**src/rtl/core/rdir_pkg.sv**
```systemverilog
// Shared types and constants for the pinhole ray direction core.
`timescale 1ns / 1ps
package rdir_pkg;

  typedef struct packed {
    logic       valid;
    logic       degen;
    logic [2:0] neg;
  } rdir_ctl_t;

  localparam int NORM_BITS = 31;
  localparam int SQRT_STEPS = 32;
  localparam int SUM_W = 64;
  localparam int LEN_W = 32;

  localparam logic [2:0] REG_RIGHT = 3'd0;
  localparam logic [2:0] REG_UP = 3'd1;
  localparam logic [2:0] REG_BACK = 3'd2;
  localparam logic [2:0] REG_DIST = 3'd3;
  localparam logic [2:0] REG_SCALE = 3'd4;
  localparam logic [2:0] REG_WIDTH = 3'd5;
  localparam logic [2:0] REG_HEIGHT = 3'd6;

endpackage

```
**src/rtl/core/rdir_div_cell.sv**
```systemverilog
// One cell of the divider chain, producing one quotient bit for each of three lanes.
`timescale 1ns / 1ps
module rdir_div_cell #(
  parameter int QW = 15
) (
  input  logic                           clk,
  input  logic                           rst,
  input  logic                           en,
  input  rdir_pkg::rdir_ctl_t            ctl_in,
  input  logic [rdir_pkg::LEN_W-1:0]     len_in,
  input  logic [2:0][rdir_pkg::LEN_W-1:0] rem_in,
  input  logic [2:0][QW-1:0]             sh_in,
  output rdir_pkg::rdir_ctl_t            ctl_out,
  output logic [rdir_pkg::LEN_W-1:0]     len_out,
  output logic [2:0][rdir_pkg::LEN_W-1:0] rem_out,
  output logic [2:0][QW-1:0]             sh_out
);
  import rdir_pkg::*;

  logic [2:0][LEN_W:0]   r2;
  logic [2:0][LEN_W-1:0] rem_next;
  logic [2:0][QW-1:0]    sh_next;

  always_comb begin
    for (int l = 0; l < 3; l++) begin
      r2[l] = {rem_in[l], sh_in[l][QW-1]};
      if (r2[l] >= {1'b0, len_in}) begin
        rem_next[l] = LEN_W'(r2[l] - {1'b0, len_in});
        sh_next[l] = {sh_in[l][QW-2:0], 1'b1};
      end else begin
        rem_next[l] = r2[l][LEN_W-1:0];
        sh_next[l] = {sh_in[l][QW-2:0], 1'b0};
      end
    end
  end

  always_ff @(posedge clk) begin
    if (rst) begin
      ctl_out <= '0;
    end else if (en) begin
      ctl_out <= ctl_in;
    end
  end

  always_ff @(posedge clk) begin
    if (en) begin
      len_out <= len_in;
      rem_out <= rem_next;
      sh_out <= sh_next;
    end
  end

endmodule

```
**config.mk**
```make
export PLATFORM = sky130hd
export DESIGN_NAME = rdir_div_cell
export DESIGN_NICKNAME = d
export VERILOG_FILES = /design/src/rtl/core/rdir_pkg.sv /design/src/rtl/core/rdir_div_cell.sv
export SDC_FILE = /design/constraint.sdc
export NUM_CORES = 1
export LEC_CHECK = 0
export BUFFER_PORTS_ARGS = -buffer_cell sky130_fd_sc_hd__buf_2
export CELL_PAD_IN_SITES_DETAIL_PLACEMENT = 0
export CELL_PAD_IN_SITES_GLOBAL_PLACEMENT = 1
export CORE_UTILIZATION = 44
export CTS_CLUSTER_DIAMETER = 80
export DETAILED_ROUTE_END_ITERATION = 8
export GPL_ROUTABILITY_DRIVEN = 1
export GPL_TIMING_DRIVEN = 0
export PLACE_DENSITY_LB_ADDON = 0.25
export SLEW_MARGIN = 20
export SYNTH_ARGS = -nofsm -noshare
export SYNTH_HDL_FRONTEND = slang
export SYNTH_SLANG_ARGS = --single-unit
```
**constraint.sdc**
```tcl
create_clock -name clk -period 6.3 [get_ports clk]
set_input_delay 0.63 -clock clk [delete_from_list [all_inputs] [get_ports clk]]
set_output_delay 0.63 -clock clk [all_outputs]
set_load 0.02 [all_outputs]
```
[Word-level counts from Yosys, hierarchy flattened]
Cells that the tools add are included.
Cells by class
  add/subtract/negate cells: 3
  multiply operators: 0
  divide/modulo/power cells: 0
  order comparisons: 3
  eq/ne operators: 0
  shift-type cells: 0
  muxes and demuxes: 6
  bitwise operators: 0
  reduce and logical (&&, ||, !) cells: 0
Operators with widths (count)
  $ge 33x32->1: 3
  $mux 32: 3
  $sub 32x32->32: 3
  $mux 1: 3
Word-level totals
  bits in registers: 178
  latch bits: 0
  memory bits (writable): 0
  bits in read-only memories: 0
  bits of input ports: 181
  output and inout bits: 178
  memories kept: 0

[Longest topological paths before layout]
  word-level depth: 2
  depth in mapped cells: 13

[Worst setup path before layout]
OpenSTA, ideal clock, no wires.
  path kind: input to register
  start point: input port len_in[1] in the netlist's numbering
  end point: register rem_out[68] in the netlist's numbering, data pin
  setup time: 0.260 ns
  arrival: 3.123 ns
  required time: 6.040 ns
  setup slack: 2.917 ns
  stages on the path: 12
  path buffers: 2
  cells stage by stage: inv_1 > ha_1 > nor2b_4 > o31a_1 > o31ai_4 > a21oi_2 > a311oi_4 > o21ai_2 > a2111o_1 > buf_6 > buf_12 > mux2_4
RTL lines
  start, declared: line rdir_div_cell.sv:10  | input logic [rdir_pkg::LEN_W-1:0] len_in,
  end signal, assigned: line rdir_div_cell.sv:48  | rem_out <= rem_next;
  end, declared: line rdir_div_cell.sv:15  | output logic [2:0][rdir_pkg::LEN_W-1:0] rem_out,

==> out/results.ini <==
[run_status]
status=completed

[floorplanning]
die_h_um=169
pin_count=359
die_x_um=169
start_util_pct=45.2
rows=60
core_mm2=0.0271
dieArea_mm2=0.0285

[synth]
syn_area_per_cell_um2=10.6
netlist_instances=1150
ys_types=84
ys_ff_latch=178
synth-edff-count=173
async_flop_share_pct=0
synth_flop_cell=edfxtp_1
synth_fp_nets=1430
ys_seq_area_share_pct=43.3
netlist_area_mm2=0.0122
yosys_warnings=0

[power_and_ir_drop]
p_leak_uw=0.00674
p_per_area_mw_per_mm2=257
peakVddDrop_mv=0.187

[grt]
grt_pass1_wl_um=55100
grt_max_degree=105
antenna_found_initial=4
track_usage_pct=25.6
grt_pass1_vias=10000
grt_remaining_overflow=0

[drt]
top_layer_used=met5
first_pass_iters=5
drc=0
ant_nets=0
wl_per_cell_um=19.3
wl_met3_um=2200
drt_iter0_drc=538
drt-total-wl_um=37000
vias_per_cell=5.43
dr_wl_met2_um=18600
dr_total_vias=10400
wl_met1_um=15200

[cts]
postCtsSetupRepairBufs=0
cts_made_buffers=17
cts_repair_resize_count=0
clk_latency_ns=0.43
cts_hold_buf=0
cts.sinks=178
h-tree-depth=4
cts_tree=done
root_buffer=clkbuf_16
clkTransAtPathRegs_ns=0.08
cts_buffer_depth=2

[sta]
rsz0062_at_grt=false
period_minus_slack_ns=3.94
finClkSkew_ns=0
relSlewSlack_pct=47.0
fin_setup_tns_ns=0
finalSetupViolCount=0
hold_violations=0
clock.fmax_mhz=254
hold_slack_ns=0.359
slew_violations=0
fin_ws_ns=2.36
post-route-period-util_pct=62.5
worst_pin_slew_ns=0.785

[placed_design]
dp_slack_ns=1.95
placedCellCount=1881
port_buffers=358
dp_hpwl_um=29900
placed_cell_area_mm2=0.0145
gp_congestion=0.935

[critical_path]
crit_buf_inv=4
slowest_delay_ns=0.69
arrival_ns=4.13
slowest_stage=a41oi_1
crit_required_ns=6.49
path_class=input pin to flip-flop
endpoint_kind=flip-flop
crit_family=compound AO/OA/AOI/OAI gates
crit_path_frequent_cell=inv_1
cp-start-kind=input pin
path_cells=buf_2, inv_1, ha_1, a21oi_1, o21ai_0, o41ai_1, o211a_1, o211ai_1, a41oi_1, clkbuf_1, inv_1, a2bb2oi_1
cp_max_fo=10

[finish]
area_growth_pct=23.9
final_cell_mix=buf_2 (357), edfxtp_1 (173), nand2_1 (105)
finalNetCount=1808
multi_input_area_mm2=0.00646
layout_commonest_cell=buf_2
num-fill-cells=2394
drive_gt1_share_pct=31.1
fin_area_mm2=0.0152
fin_cells=1915
regArea_mm2=0.00530

[worst_hold_path]
hold_class=input pin to flip-flop

[job]
cap_violations=0

==> where the power goes <==
part	switching, µW	internal, µW	total (µW)
Clock	585	548	1130
Combinational	751	504	1250
Sequential	35.5	1480	1520
==> path summary, 6_finish.rpt <==
kind                                 start          end  slack, ns  cells past startpoint
worst min register to register  ctl_out[4]   ctl_out[4]       0.49                      2
worst min-delay path             sh_in[20]   sh_out[21]       0.36                      1
worst max-delay path            len_in[14]  rem_out[62]       2.36                     12
worst max register to register  ctl_out[3]   ctl_out[3]       5.67                      2
==> metrics by stage <==
stage               total power (µW)  util (%)
finish                          3910      56.0
detailed placement              2790      53.6
CTS                             3930      55.9
global route                    4080      56.0
floorplan                       2390         -
global placement                2790      53.5
==> cell families (layout without fill, tap and decap cells) <==
| group | count (synthesis) | count (layout) | share of synthesized area, % |
|---|---|---|---|
| compound gates | 321 | 321 | 17.6 |
| fa+ha+maj | 99 | 99 | 10.3 |
| other cells | 0 | 2 | 0 |
| xor+xnor | 75 | 75 | 5.37 |
| flops | 178 | 178 | 43.3 |
| buf+inv | 101 | 492 | 3.99 |
| mux | 74 | 74 | 7.49 |
| simple gates | 302 | 302 | 12.0 |
==> synthesized netlist by cell type, types with 5 or more instances <==
library cell,instances,area [µm²]
a211oi_1,13,97.6
a21o_1,49,368
a21oi_1,79,395
a31oi_1,16,100
and3_1,13,81.3
buf_4,5,37.5
clkbuf_1,29,109
dfxtp_1,5,100
edfxtp_1,173,5190
ha_1,96,1200
inv_1,57,214
mux2_1,14,158
mux2_2,19,214
mux2_4,27,405
mux2i_1,14,140
nand2_1,105,394
nand2b_1,12,75.1
nand3_1,27,135
nand4_1,18,113
nor2_1,62,233
nor2b_1,12,75.1
nor3_1,20,100
o2111ai_1,7,61.3
o211ai_1,5,37.5
o21a_1,15,113
o21ai_0,71,355
o21bai_1,8,60.1
o221ai_1,6,52.6
o31ai_1,5,37.5
or2_2,5,31.3
xnor2_1,42,368
xor2_1,33,289
==> worst reg2reg max path, stage by stage (launching register included) <==
cell and delay (ns):
dfxtp_1 0.33, mux2i_1 0.14, nor2_1 0.06
==> layer usage <==
metal	up-vias	global-route usage, %
met3	54	4.77
li1	5116	-
met1	4873	30.6
met2	346	45.7
met5	-	0
met4	2	9.17
==> flip-flops by register name, summed over array words and instances, names as in the netlist <==
name and cells:
rem_out 96, sh_out 45, len_out 32, ctl_out 5
==> final cells by class <==
class	instances	area share (%)
antenna	2	0.0330
buffer	43	1.78
clock buffer	17	2.80
clock inverter	15	1.33
inverter	58	1.44
multi-input combinational	871	42.6
sequential	178	34.9
tap	372	3.07
timing repair buffer	359	12.1
No activity file was read; power rests on OpenSTA's default activity.
