$ cat src/rtl/core/rdir_pkg.sv
// Shared types and constants for the pinhole ray direction core.
`timescale 1ns / 1ps
package rdir_pkg;

  typedef struct packed {
    logic       valid;
    logic       degen;
    logic [2:0] neg;
  } rdir_ctl_t;

  localparam int NORM_BITS = 31;
  localparam int SQRT_STEPS = 32;
  localparam int SUM_W = 64;
  localparam int LEN_W = 32;

  localparam logic [2:0] REG_RIGHT = 3'd0;
  localparam logic [2:0] REG_UP = 3'd1;
  localparam logic [2:0] REG_BACK = 3'd2;
  localparam logic [2:0] REG_DIST = 3'd3;
  localparam logic [2:0] REG_SCALE = 3'd4;
  localparam logic [2:0] REG_WIDTH = 3'd5;
  localparam logic [2:0] REG_HEIGHT = 3'd6;

endpackage

$ cat src/rtl/core/rdir_sqrt_cell.sv
// One cell of the square root chain, resolving one bit of the root per stage.
`timescale 1ns / 1ps
module rdir_sqrt_cell #(
  parameter int STEP = 0
) (
  input  logic                             clk,
  input  logic                             rst,
  input  logic                             en,
  input  rdir_pkg::rdir_ctl_t              ctl_in,
  input  logic [2:0][rdir_pkg::NORM_BITS-1:0] mag_in,
  input  logic [rdir_pkg::SUM_W-1:0]       n_in,
  input  logic [rdir_pkg::SUM_W-1:0]       res_in,
  output rdir_pkg::rdir_ctl_t              ctl_out,
  output logic [2:0][rdir_pkg::NORM_BITS-1:0] mag_out,
  output logic [rdir_pkg::SUM_W-1:0]       n_out,
  output logic [rdir_pkg::SUM_W-1:0]       res_out
);
  import rdir_pkg::*;

  localparam logic [SUM_W-1:0] BIT = SUM_W'(1) << (2 * STEP);

  logic [SUM_W-1:0] trial;
  logic [SUM_W-1:0] n_next;
  logic [SUM_W-1:0] res_next;

  always_comb begin
    trial = res_in + BIT;
    if (n_in >= trial) begin
      n_next = n_in - trial;
      res_next = (res_in >> 1) + BIT;
    end else begin
      n_next = n_in;
      res_next = res_in >> 1;
    end
  end

  always_ff @(posedge clk) begin
    if (rst) begin
      ctl_out <= '0;
    end else if (en) begin
      ctl_out <= ctl_in;
    end
  end

  always_ff @(posedge clk) begin
    if (en) begin
      mag_out <= mag_in;
      n_out <= n_next;
      res_out <= res_next;
    end
  end

endmodule

$ cat config.mk
export PLATFORM = sky130hd
export DESIGN_NAME = rdir_sqrt_cell
export DESIGN_NICKNAME = d
export VERILOG_FILES = /design/src/rtl/core/rdir_pkg.sv /design/src/rtl/core/rdir_sqrt_cell.sv
export SDC_FILE = /design/constraint.sdc
export NUM_CORES = 1
export LEC_CHECK = 0
export BUFFER_PORTS_ARGS = -buffer_cell sky130_fd_sc_hd__buf_2
export CORE_ASPECT_RATIO = 1.2
export CORE_UTILIZATION = 40
export CTS_CLUSTER_SIZE = 40
export DETAILED_ROUTE_END_ITERATION = 8
export GPL_TIMING_DRIVEN = 0
export PLACE_DENSITY = 0.63
export SETUP_SLACK_MARGIN = 0.05
export SLEW_MARGIN = 20
export SYNTH_ARGS = -nofsm -noshare
export SYNTH_HDL_FRONTEND = slang
export SYNTH_SLANG_ARGS = --single-unit
$ cat constraint.sdc
create_clock -name clk -period 13.7 [get_ports clk]
set_input_delay 2.74 -clock clk [delete_from_list [all_inputs] [get_ports clk]]
set_output_delay 2.74 -clock clk [all_outputs]
set_load 0.01 [all_outputs]
# Word-level counts from Yosys, hierarchy flattened
# Index checks and enable logic that the tools add are counted.
[totals] regBits=226 inputBits=229 out_inout_bits=226 word_cells=15
[op_classes] add_sub_neg=3 magnitude_cmp=1 n_mux=2
[ops] cell="adder 63 x 1 -> 64 bit, second input constant" n=1
[ops] cell="adder 64 x 1 -> 64 bit, second input constant" n=1
[ops] cell=">= comparator 64 bit" n=1
[ops] cell="two-way mux 64 bit" n=1
[ops] cell="subtractor 64 bit" n=1
[ops] cell="two-way mux 63 bit" n=1

# Longest topological paths before layout
# Gate-level depths: netlist of the first run.
[logic_depth] depth_word=3 ltp_mapped=26 mapped_depth_nobuf=20

# Worst setup path before layout of the first run
# OpenSTA, ideal clock, no wires.
[synth_path] path_type="input -> register" from="input res_in[3] (netlist name)" to="register n_out[33] (netlist name) (data pin)" setup_ns=0.260 t_arrival_ns=7.195 required_ns=13.440 path_slack_ns=6.246 cell_stages=23 n_path_buf=6 cell_sequence="clkbuf_1 -> and3_1 -> buf_2 -> and3_1 -> buf_2 -> and4_1 -> and3_1 -> nor3b_2 -> nand2_1 -> nor3_1 -> nand2_1 -> xor2_1 -> ha_1 -> clkbuf_1 -> a21oi_1 -> o21ai_0 -> a31o_2 -> a21boi_0 -> o21ai_1 -> or2_1 -> buf_4 -> buf_6 -> mux2_2"
[synth_via] elab_chain_len=3 elab_cells_between_ends=4 classes_between="2 x add/sub; 1 x order compare; 1 x mux"
[synth_rtl] item="start, declared" line="rdir_sqrt_cell.sv:12" text="input logic [rdir_pkg::SUM_W-1:0] res_in,"
[synth_rtl] item="adder 64 x 1 -> 64 bit *" line="rdir_sqrt_cell.sv:27" text="trial = res_in + BIT;"
[synth_rtl] item="subtractor 64 bit or >= comparator 64 bit (tied branches)" line="rdir_sqrt_cell.sv:29, rdir_sqrt_cell.sv:28"
[synth_rtl] item="two-way mux 64 bit *" line="rdir_sqrt_cell.sv:28" text="if (n_in >= trial) begin"
[synth_rtl] item="net n_next[33]" line="rdir_sqrt_cell.sv:23" text="logic [SUM_W-1:0] n_next;"
[synth_rtl] item="end signal, assigned" line="rdir_sqrt_cell.sv:48" text="n_out <= n_next;"
[synth_rtl] item="end, declared" line="rdir_sqrt_cell.sv:15" text="output logic [rdir_pkg::SUM_W-1:0] n_out,"
# Mark *: on every way through the listed nets, which the timed path passes. The rest lies on a longest branch.
# A chain may end at the register's enable or synchronous reset.

# Final worst setup path of the first run
[layout_path] from="input res_in[3] (netlist name)" to="register n_out[14] (netlist name) (data pin)"
# Same word-level chain as after synthesis.

==> run summary, run 1 <==
In this run the worst path has a maximum fanout of 10. For the clock buffer count from CTS, the log shows 24. The count of port buffers added during placement is 435, and the number of global-route vias before repair is 12,462. Setup repair after global routing left no endpoint under its margin. The clock-pin slew of the registers on the worst-case setup and hold paths came out at 0.06 ns. The number of hold violations in the final report was 0; the arrival time reported for the critical path endpoint was 9.85 ns. The detail route stage leaves a number of antenna-violating nets equal to 0. The run gives 12,734 as the routed via count. The total overflow left after global routing is 0.

The per-cell via count in the routed design is 5.51. Pin placement for this block handled 455 I/O pins. STA classifies the critical path startpoint as an input port.

Entering global routing, the biggest net connects 98 pins. The area of the die is 36,000 um2. The logs give 51,600 um for the final wirelength and 16,900 um2 for the placed instance area. The number of max-slew violations in the final report was 0; the average routed wire per standard cell was 22.3 um.

The run gives 104 MHz as the maximum clock rate. After synthesis, the largest family of logic cells by area is simple AND/OR/NAND/NOR gates. The required time reported for the critical path endpoint was 13.92 ns; the worst-case vdd ir drop was 0.0000833 V. The number of synthesized register bits was 226; the number of buffers on the longest clock path was 3. The complex-gate fraction of the synthesized area came out at 14.5%. After detailed routing, the number of remaining DRC violations is 0. Standard cell with the maximum stage delay on the critical path: sky130_fd_sc_hd__nor4_1. The length of the first detailed-routing pass in iterations is 5. Hold repair after CTS inserted 0 buffers. The final clock skew is 0 ns.

Setup violations remaining at the end of the flow were counted as 0. After floorplanning, the core was divided into 74 placement rows. The post-CTS resize count is 0, and the gate count of the mapped netlist is 1,370. The initial utilization of the core area, before any placement, comes to 41.0%. The run gives 0 as the number of buffers added for setup after CTS. Detailed placement finished with a half-perimeter wire length of 41,400 um.

The count of flip-flops with a built-in enable after synthesis is 221. Global routing used 27.8% of the available tracks. The largest single stage delay on the critical path is 0.79 ns.

The run finished with clean final reports. The synthesized netlist devotes 10.8% of its cell area to XOR and XNOR gates. For the maximum level of the CTS H-tree, the log shows 1.

The tools report the synthesized netlist net count as 1,666. Share of post-route cells with drive strength above 1: 29.8%. The synthesized area per cell is 10.3 um2, and the latest clock arrival within the worst-skew pair is 0.53 ns. Counting I/O delays and the setup requirement, the final critical path takes 9.63 ns.

Power spread over the standard cell area amounts to 112 nW/um2. The leakage power was 7.18 nW. Type of the worst setup path: in -> reg.

The worst-margin pin slew was 0.949 ns. The root buffer cell chosen for the clock tree is sky130_fd_sc_hd__clkbuf_16. The worst pin sits at a relative slew slack of 36.2%. Counting flops with an async set or reset pin after synthesis yields a share of 0%. Fill cells in the final layout number 3,260. For this run, the leading register cell type out of synthesis is sky130_fd_sc_hd__edfxtp_1. The finished cells cover 17,700 um2. The placeable core area is 34,400 um2, and the initial antenna violation count is 13. The die is 173 um wide.

Y dimension of the die: 208 um. Summing the areas of all fa, ha and maj instances in the mapped netlist gives 6.00% of the synthesized area. In this run the cell area of the synthesized design comes to 14,100 um2. The number of max-cap violations came out at 0.

STA classifies the critical path endpoint as a flip-flop. Compared with the post-synthesis result, the final layout area differs by 25.3%. The total clock sinks came out at 226. TritonCTS built the clock tree. The share of the Yosys chip area taken by registers is 47.8%. During synthesis, Yosys emitted a total of 0 warnings. For the global-route wire length before repair, the log shows 75,200 um. In the final timing run, aggregate negative setup slack is 0 ns. In this run, the number of DRC markers left after iteration 0 of detailed routing was 963. Class of the tightest hold or removal check: reg -> reg. The routability congestion estimate from global placement was 0.982; the synthesized-area fraction occupied by and/or/nand/nor cells was 17.2%. The critical path goes through clkbuf_1, and3_1, buf_2, nand3_1, or3_1, clkbuf_1, nor2_1, nand3_1, nor4_1, xnor2_1, ha_1, nand2_1, o21ai_0, a21oi_1, o21ai_0, a221oi_1, o21ai_1, nor2_1, clkbuf_1, o21ai_0. The final critical path takes up 70.3% of the cycle. The multiplexer share of the synthesized area was 0.435%. Counting distinct cell types in the post-synthesis netlist gives 76.

The run gives 2,129 as the net count reported at finish.
## placed cells by master, fill, tap and decap left out, types with 5 or more instances in the layout
master                      netlist  routed
sky130_fd_sc_hd__buf_2            9     443
sky130_fd_sc_hd__edfxtp_1       221     221
sky130_fd_sc_hd__nand2_1        142     142
sky130_fd_sc_hd__nor2_1         126     126
sky130_fd_sc_hd__xor2_1          91      91
sky130_fd_sc_hd__a21oi_1         91      91
sky130_fd_sc_hd__xnor2_1         83      83
sky130_fd_sc_hd__ha_1            66      66
sky130_fd_sc_hd__clkbuf_1        50      54
sky130_fd_sc_hd__nand4_1         52      52
sky130_fd_sc_hd__nand3_1         51      51
sky130_fd_sc_hd__o21ai_0         48      48
sky130_fd_sc_hd__a21o_1          42      42
sky130_fd_sc_hd__nor3_1          38      38
sky130_fd_sc_hd__a21oi_2         28      28
sky130_fd_sc_hd__clkbuf_16        0      25
sky130_fd_sc_hd__inv_1           23      23
sky130_fd_sc_hd__and3_1          17      17
sky130_fd_sc_hd__o21bai_1        14      14
sky130_fd_sc_hd__or3_1           11      11
sky130_fd_sc_hd__a31oi_1         11      11
sky130_fd_sc_hd__o31ai_1          9       9
sky130_fd_sc_hd__nor2b_1          8       8
sky130_fd_sc_hd__o21a_1           8       8
sky130_fd_sc_hd__diode_2          0       7
sky130_fd_sc_hd__and4_1           7       7
sky130_fd_sc_hd__or2_2            7       7
sky130_fd_sc_hd__or4_1            7       7
sky130_fd_sc_hd__buf_4            7       7
sky130_fd_sc_hd__buf_6            7       7
sky130_fd_sc_hd__nor4_1           6       6
sky130_fd_sc_hd__a21boi_0         6       6
sky130_fd_sc_hd__a211oi_1         5       5
sky130_fd_sc_hd__mux2i_1          5       5
sky130_fd_sc_hd__clkinv_2         0       5
sky130_fd_sc_hd__dfxtp_1          5       5
## critical path, delay by kind of cell
kind / cells / cell delay [ns]
simple gates: 8 / 3.08
xor+xnor: 1 / 0.29
buf+inv: 4 / 1.63
compound gates: 6 / 1.62
fa+ha+maj: 1 / 0.44
## where the power goes
part           switching (W)  internal [W]  total, W
logic               0.000311      0.000185  0.000496
registers          0.0000201      0.000841  0.000861
clock network       0.000274      0.000353  0.000627
## path summary, 6_finish.rpt
kind / start / endpoint / slack [ns] / cells after the start
worst min register to register: ctl_out[2] / ctl_out[2] / 0.49 / 2
worst max-delay path: res_in[3] / n_out[14] / 4.07 / 20
worst max register to register: ctl_out[0] / ctl_out[0] / 13.09 / 2
worst min-delay path: ctl_out[2] / ctl_out[2] / 0.49 / 2
## kinds of logic (layout without fill, tap and decap cells)
logic type | count (synthesis) | count (layout)
XOR/XNOR | 174 | 174
flip-flops | 226 | 226
AO/OA/AOI/OAI | 300 | 300
buffers and inverters | 100 | 579
other | 0 | 7
AND/OR/NAND/NOR | 497 | 497
adder cells (fa/ha/maj) | 67 | 67
multiplexers | 6 | 6
## state kept, by name, summed over array words and instances, names as in the netlist
signal / flops
n_out: 64
res_out: 64
mag_out: 93
ctl_out: 5
## cells in the mapped netlist (4+ instances only)
master | number | share of area [%]
sky130_fd_sc_hd__edfxtp_1 | 221 | 47
sky130_fd_sc_hd__nand2_1 | 142 | 3.8
sky130_fd_sc_hd__nor2_1 | 126 | 3.4
sky130_fd_sc_hd__a21oi_1 | 91 | 3.2
sky130_fd_sc_hd__xor2_1 | 91 | 5.7
sky130_fd_sc_hd__xnor2_1 | 83 | 5.2
sky130_fd_sc_hd__ha_1 | 66 | 5.9
sky130_fd_sc_hd__nand4_1 | 52 | 2.3
sky130_fd_sc_hd__nand3_1 | 51 | 1.8
sky130_fd_sc_hd__clkbuf_1 | 50 | 1.3
sky130_fd_sc_hd__o21ai_0 | 48 | 1.7
sky130_fd_sc_hd__a21o_1 | 42 | 2.2
sky130_fd_sc_hd__nor3_1 | 38 | 1.3
sky130_fd_sc_hd__a21oi_2 | 28 | 1.7
sky130_fd_sc_hd__inv_1 | 23 | 0.61
sky130_fd_sc_hd__and3_1 | 17 | 0.75
sky130_fd_sc_hd__o21bai_1 | 14 | 0.75
sky130_fd_sc_hd__a31oi_1 | 11 | 0.49
sky130_fd_sc_hd__or3_1 | 11 | 0.49
sky130_fd_sc_hd__buf_2 | 9 | 0.32
sky130_fd_sc_hd__o31ai_1 | 9 | 0.48
sky130_fd_sc_hd__nor2b_1 | 8 | 0.36
sky130_fd_sc_hd__o21a_1 | 8 | 0.43
sky130_fd_sc_hd__and4_1 | 7 | 0.43
sky130_fd_sc_hd__buf_4 | 7 | 0.37
sky130_fd_sc_hd__buf_6 | 7 | 0.56
sky130_fd_sc_hd__or2_2 | 7 | 0.31
sky130_fd_sc_hd__or4_1 | 7 | 0.37
sky130_fd_sc_hd__a21boi_0 | 6 | 0.32
sky130_fd_sc_hd__nor4_1 | 6 | 0.27
sky130_fd_sc_hd__a211oi_1 | 5 | 0.27
sky130_fd_sc_hd__dfxtp_1 | 5 | 0.71
sky130_fd_sc_hd__mux2i_1 | 5 | 0.36
sky130_fd_sc_hd__a211o_1 | 4 | 0.25
sky130_fd_sc_hd__and2_1 | 4 | 0.18
sky130_fd_sc_hd__nand2b_1 | 4 | 0.18
sky130_fd_sc_hd__nor3b_1 | 4 | 0.21
## through the flow
step	utilization [%]	hold WS, ns	power, W	setup slack, ns	cells
2_1_floorplan	-	0.528	0.00115	6.25	1370
3_5_place_dp	49.2	0.481	0.00136	3.72	2263
4_1_cts	51.4	0.495	0.00200	4.27	2305
6_report	51.4	0.490	0.00198	4.07	2312
5_1_grt	51.4	0.551	0.00206	3.78	2311
3_3_place_gp	49.0	0.473	0.00136	3.73	2261
## final cells by class
cell class              count  area, um2  area share, %
multi-input cells        1044       6900           39.0
flip-flops and latches    226       6740           38.1
repair buffers            437       2240           12.7
clock buffers              29        641           3.63
well taps                 456        571           3.23
plain buffers              77        380           2.15
clock inverters            13        103          0.581
inverters                  23       86.3          0.489
diodes                      7       17.5         0.0991
## layer usage
metal	track usage (%)	wire length, um	up-vias
li1	-	-	5970
met1	31.2	19000	5953
met2	49.4	25900	658
met3	5.07	3840	145
met4	15.4	2820	8
met5	0	53	-
(Power assumes the default switching activity.)
==> run 2, diff against run 1 <==
--- a/config.mk
+++ b/config.mk
@@ -11,7 +11,7 @@
 export CTS_CLUSTER_SIZE = 40
 export DETAILED_ROUTE_END_ITERATION = 8
 export GPL_TIMING_DRIVEN = 0
-export PLACE_DENSITY = 0.63
+export PLACE_DENSITY = 0.66
 export SETUP_SLACK_MARGIN = 0.05
 export SLEW_MARGIN = 20
 export SYNTH_ARGS = -nofsm -noshare
==> constraint.sdc (replaced) <==
create_clock -name clk -period 7.9 [get_ports clk]
set_input_delay 1.58 -clock clk [delete_from_list [all_inputs] [get_ports clk]]
set_output_delay 1.58 -clock clk [all_outputs]
set_load 0.01 [all_outputs]
==> run summary, run 2 (synthesis gave the netlist of run 1 again) <==
Setup repair after global routing left no endpoint under its margin. Maximum fanout count along the critical path: 10 (unchanged). The number of buffers on the longest clock path was 3 (unchanged); the maximum level of the CTS H-tree was 1 (unchanged).

The starting utilization of the core area came out at 41.0% (unchanged). Number of nets still failing antenna checks after routing: 0 (unchanged). In this run the critical register-to-register path is captured at ctl_out[1]. The cell family contributing the most delay on the critical path is simple AND/OR/NAND/NOR gates.

The number of max-slew violations in the final report is 0 (unchanged). The number of cells on the worst reg-to-reg path was 2 (unchanged). Among all stages on the critical path, the largest delay is contributed by sky130_fd_sc_hd__nor4_2. The tools report the worst-case setup slack after placement as -0.867 ns (-4.59 ns). In this run the worst setup path begins at res_in[3].

The tools report the number of buffers added for setup after CTS as 0 (unchanged). The final core utilization was 51.6% (+0.18 points); the placeable core area was 34,400 um2 (unchanged). For the relative slew slack, the log shows 40.6% (+4.4 points). The tools report the area of the multi-input gates as 6910 um2 (+0.20%). The tools report the largest net degree at the start of global routing as 89 (-9.2%).

The run gives 0 (unchanged) as the number of max-cap violations. The startpoint identified for the worst register-to-register timing path is ctl_out[1]. The latest clock arrival within the worst-skew pair is 0.54 ns (about the same). In this run the worst setup path terminates at n_out[21]. The logs give 2,129 (unchanged) for the net count reported at finish and 0 (unchanged) for the total congestion overflow. Number of setup violations in the final report: 0 (unchanged). Subtracting the final worst setup slack from the clock period gives 7.60 ns.

The run gives 36,000 um2 (unchanged) as the area of the die. Biggest cell delay along the critical path: 0.56 ns (-0.23 ns). For the filler cell count, the log shows 3,235 (-0.77%). The tools report the leakage power as 7.20 nW (+0.22%).

The total number of placement rows was 74 (unchanged). Leaving out fill and tap cells, the most frequent cell in the layout is sky130_fd_sc_hd__buf_2. The final worst setup slack was 0.298 ns (-3.77 ns). The final critical path takes up 96.2% of the cycle.

The clock-pin slew of the registers on the worst-case setup and hold paths was 0.06 ns (about the same); the worst-case register-to-register setup slack was 7.29 ns (-5.80 ns). The number of logic stages on the critical path including buffering works out to 22 (+10%). In the layout the commonest cells are sky130_fd_sc_hd__buf_2, sky130_fd_sc_hd__edfxtp_1, sky130_fd_sc_hd__nand2_1.

For the global-route wire length before repair, the log shows 76,000 um (+1.1%). The number of flip-flops in the largest register works out to 93 (unchanged). The per-cell via count in the routed design is 5.50 (-0.12%). The run gives 6740 um2 (unchanged) as the area of all sequential standard cells.

The total I/O pin count was 455 (unchanged); the total clock sinks was 226 (unchanged). The class of the tightest hold or removal check is reg -> reg. Critical path endpoint category: a flip-flop. The HPWL after detailed placement is 41,600 um (+0.58%).

The final clock skew was 0 ns (unchanged); the sum of buffers and inverters on the critical path was 5 (+1). The worst-margin pin slew is 0.885 ns (-0.0636 ns). The synthesis-to-layout area growth was 25.8%. The total power of the final layout is 0.00348 W (+76%). Timing would allow up to 132 MHz. In the final layout, the registers with the most flip-flops are mag_out (93), n_out (64), res_out (64). The global routing usage summed across all routing layers came out at 28.1% (+0.28 points).

For the initial antenna violation count, the log shows 15 (+2). The number of hold violations in the final report was 0 (unchanged). The cell repeated most along the worst path was sky130_fd_sc_hd__buf_2. Share of post-route cells with drive strength above 1: 30.2% (+0.43 points). The clock buffer count from CTS is 24 (unchanged). For the worst-case vdd ir drop, the log shows 0.000135 V (+62%). The number of DRC markers in iteration 0 came out at 936 (-2.8%). The master cell of the clock root buffer is sky130_fd_sc_hd__clkbuf_16. The logs give 12,275 (-1.5%) for the number of global-route vias before repair and 0 (unchanged) for the DRC violation count after routing.

By startpoint and endpoint, the worst setup path is classified as in -> reg. Horizontal die dimension: 173 um (unchanged). The average routed wire per standard cell is 22.5 um (+0.77%).

Ranked by flip-flop count, first place goes to mag_out. TritonCTS built the clock tree. The routability congestion estimate from global placement was 0.945 (-3.7%). The power density relative to cell area came out at 196 nW/um2 (+75%). The arrival time reported for the critical path endpoint is 7.92 ns (-1.93 ns).

The signal on the critical path passes through clkbuf_2, and3_1, buf_2, nand3_1, or3_1, clkbuf_1, nor2_1, nand3_1, nor4_2, xnor2_1, ha_1, nand2_1, o21ai_0, a21oi_1, o21ai_0, a221oi_1, o21ai_1, nor2_2, buf_2, buf_2, nand2_1, o31ai_1. The startpoint type of the worst setup path is an input port. The length of the first detailed-routing pass in iterations is 5 (unchanged), and the final wirelength is 52,100 um (+0.94%). The run finished with clean final reports. The tools report the routed via count as 12,741 (+0.055%).

The required time reported for the critical path endpoint is 8.22 ns (-5.70 ns), and the count of port buffers added during placement is 435 (unchanged). The y dimension of the die works out to 208 um (unchanged).
-- run 2: tightest hold or removal path, stage by stage, from the launching register on --
cell and delay [ns]:
sky130_fd_sc_hd__dfxtp_1 0.32, sky130_fd_sc_hd__mux2i_1 0.06, sky130_fd_sc_hd__nor2_1 0.07
-- run 2: repair_timing --
action / 4_1_cts / 5_1_grt
endpoints found under the setup margin: 19 / 19
hold buffers: 0 / 0
resized for setup: 4 / 2
-- run 2: layout make-up --
type	instances	share of cell area [%]
clock buffer	27	3.57
multi-input combinational	1044	39.0
timing repair buffer	437	12.6
clock inverter	15	0.818
buffer	77	2.16
inverter	23	0.487
tap	456	3.22
antenna	11	0.155
sequential	226	38.0
-- run 2: how the worst min path moves through the flow --
stage,slack (ns),start,end,cells after the start
6_report,0.48,ctl_out[2],ctl_out[2],2
5_1_grt,0.55,ctl_out[0],ctl_out[0],2
4_1_cts,0.49,ctl_out[2],ctl_out[2],2
3_5_place_dp,0.47,ctl_out[2],ctl_out[2],2
3_3_place_gp,0.47,ctl_out[1],ctl_out[1],2
2_1_floorplan,0.53,ctl_out[0],ctl_out[0],2
-- run 2: where the power goes --
part           internal, W  switching [W]
clock network     0.000645       0.000485
logic             0.000321       0.000543
registers          0.00146      0.0000327
total              0.00242        0.00106
-- run 2: metal layers --
| metal | part of all wire [%] | wire length [um] | GRT usage [%] |
|---|---|---|---|
| met5 | 0.088 | 46 | 0 |
| met4 | 5.4 | 2790 | 15.7 |
| met3 | 6.7 | 3500 | 4.43 |
| met2 | 50 | 25900 | 49.2 |
| met1 | 38 | 19800 | 32.5 |
-- run 2: stage by stage --
stage	hold slack (ns)	setup TNS [ns]	instances	instance area [um2]
finish	0.485	0	2316	17700
CTS	0.490	0	2305	17700
floorplan	0.528	0	1370	14100
global placement	0.470	-34.26	2261	16800
global route	0.549	0	2312	17700
detailed placement	0.475	-36.24	2263	16900
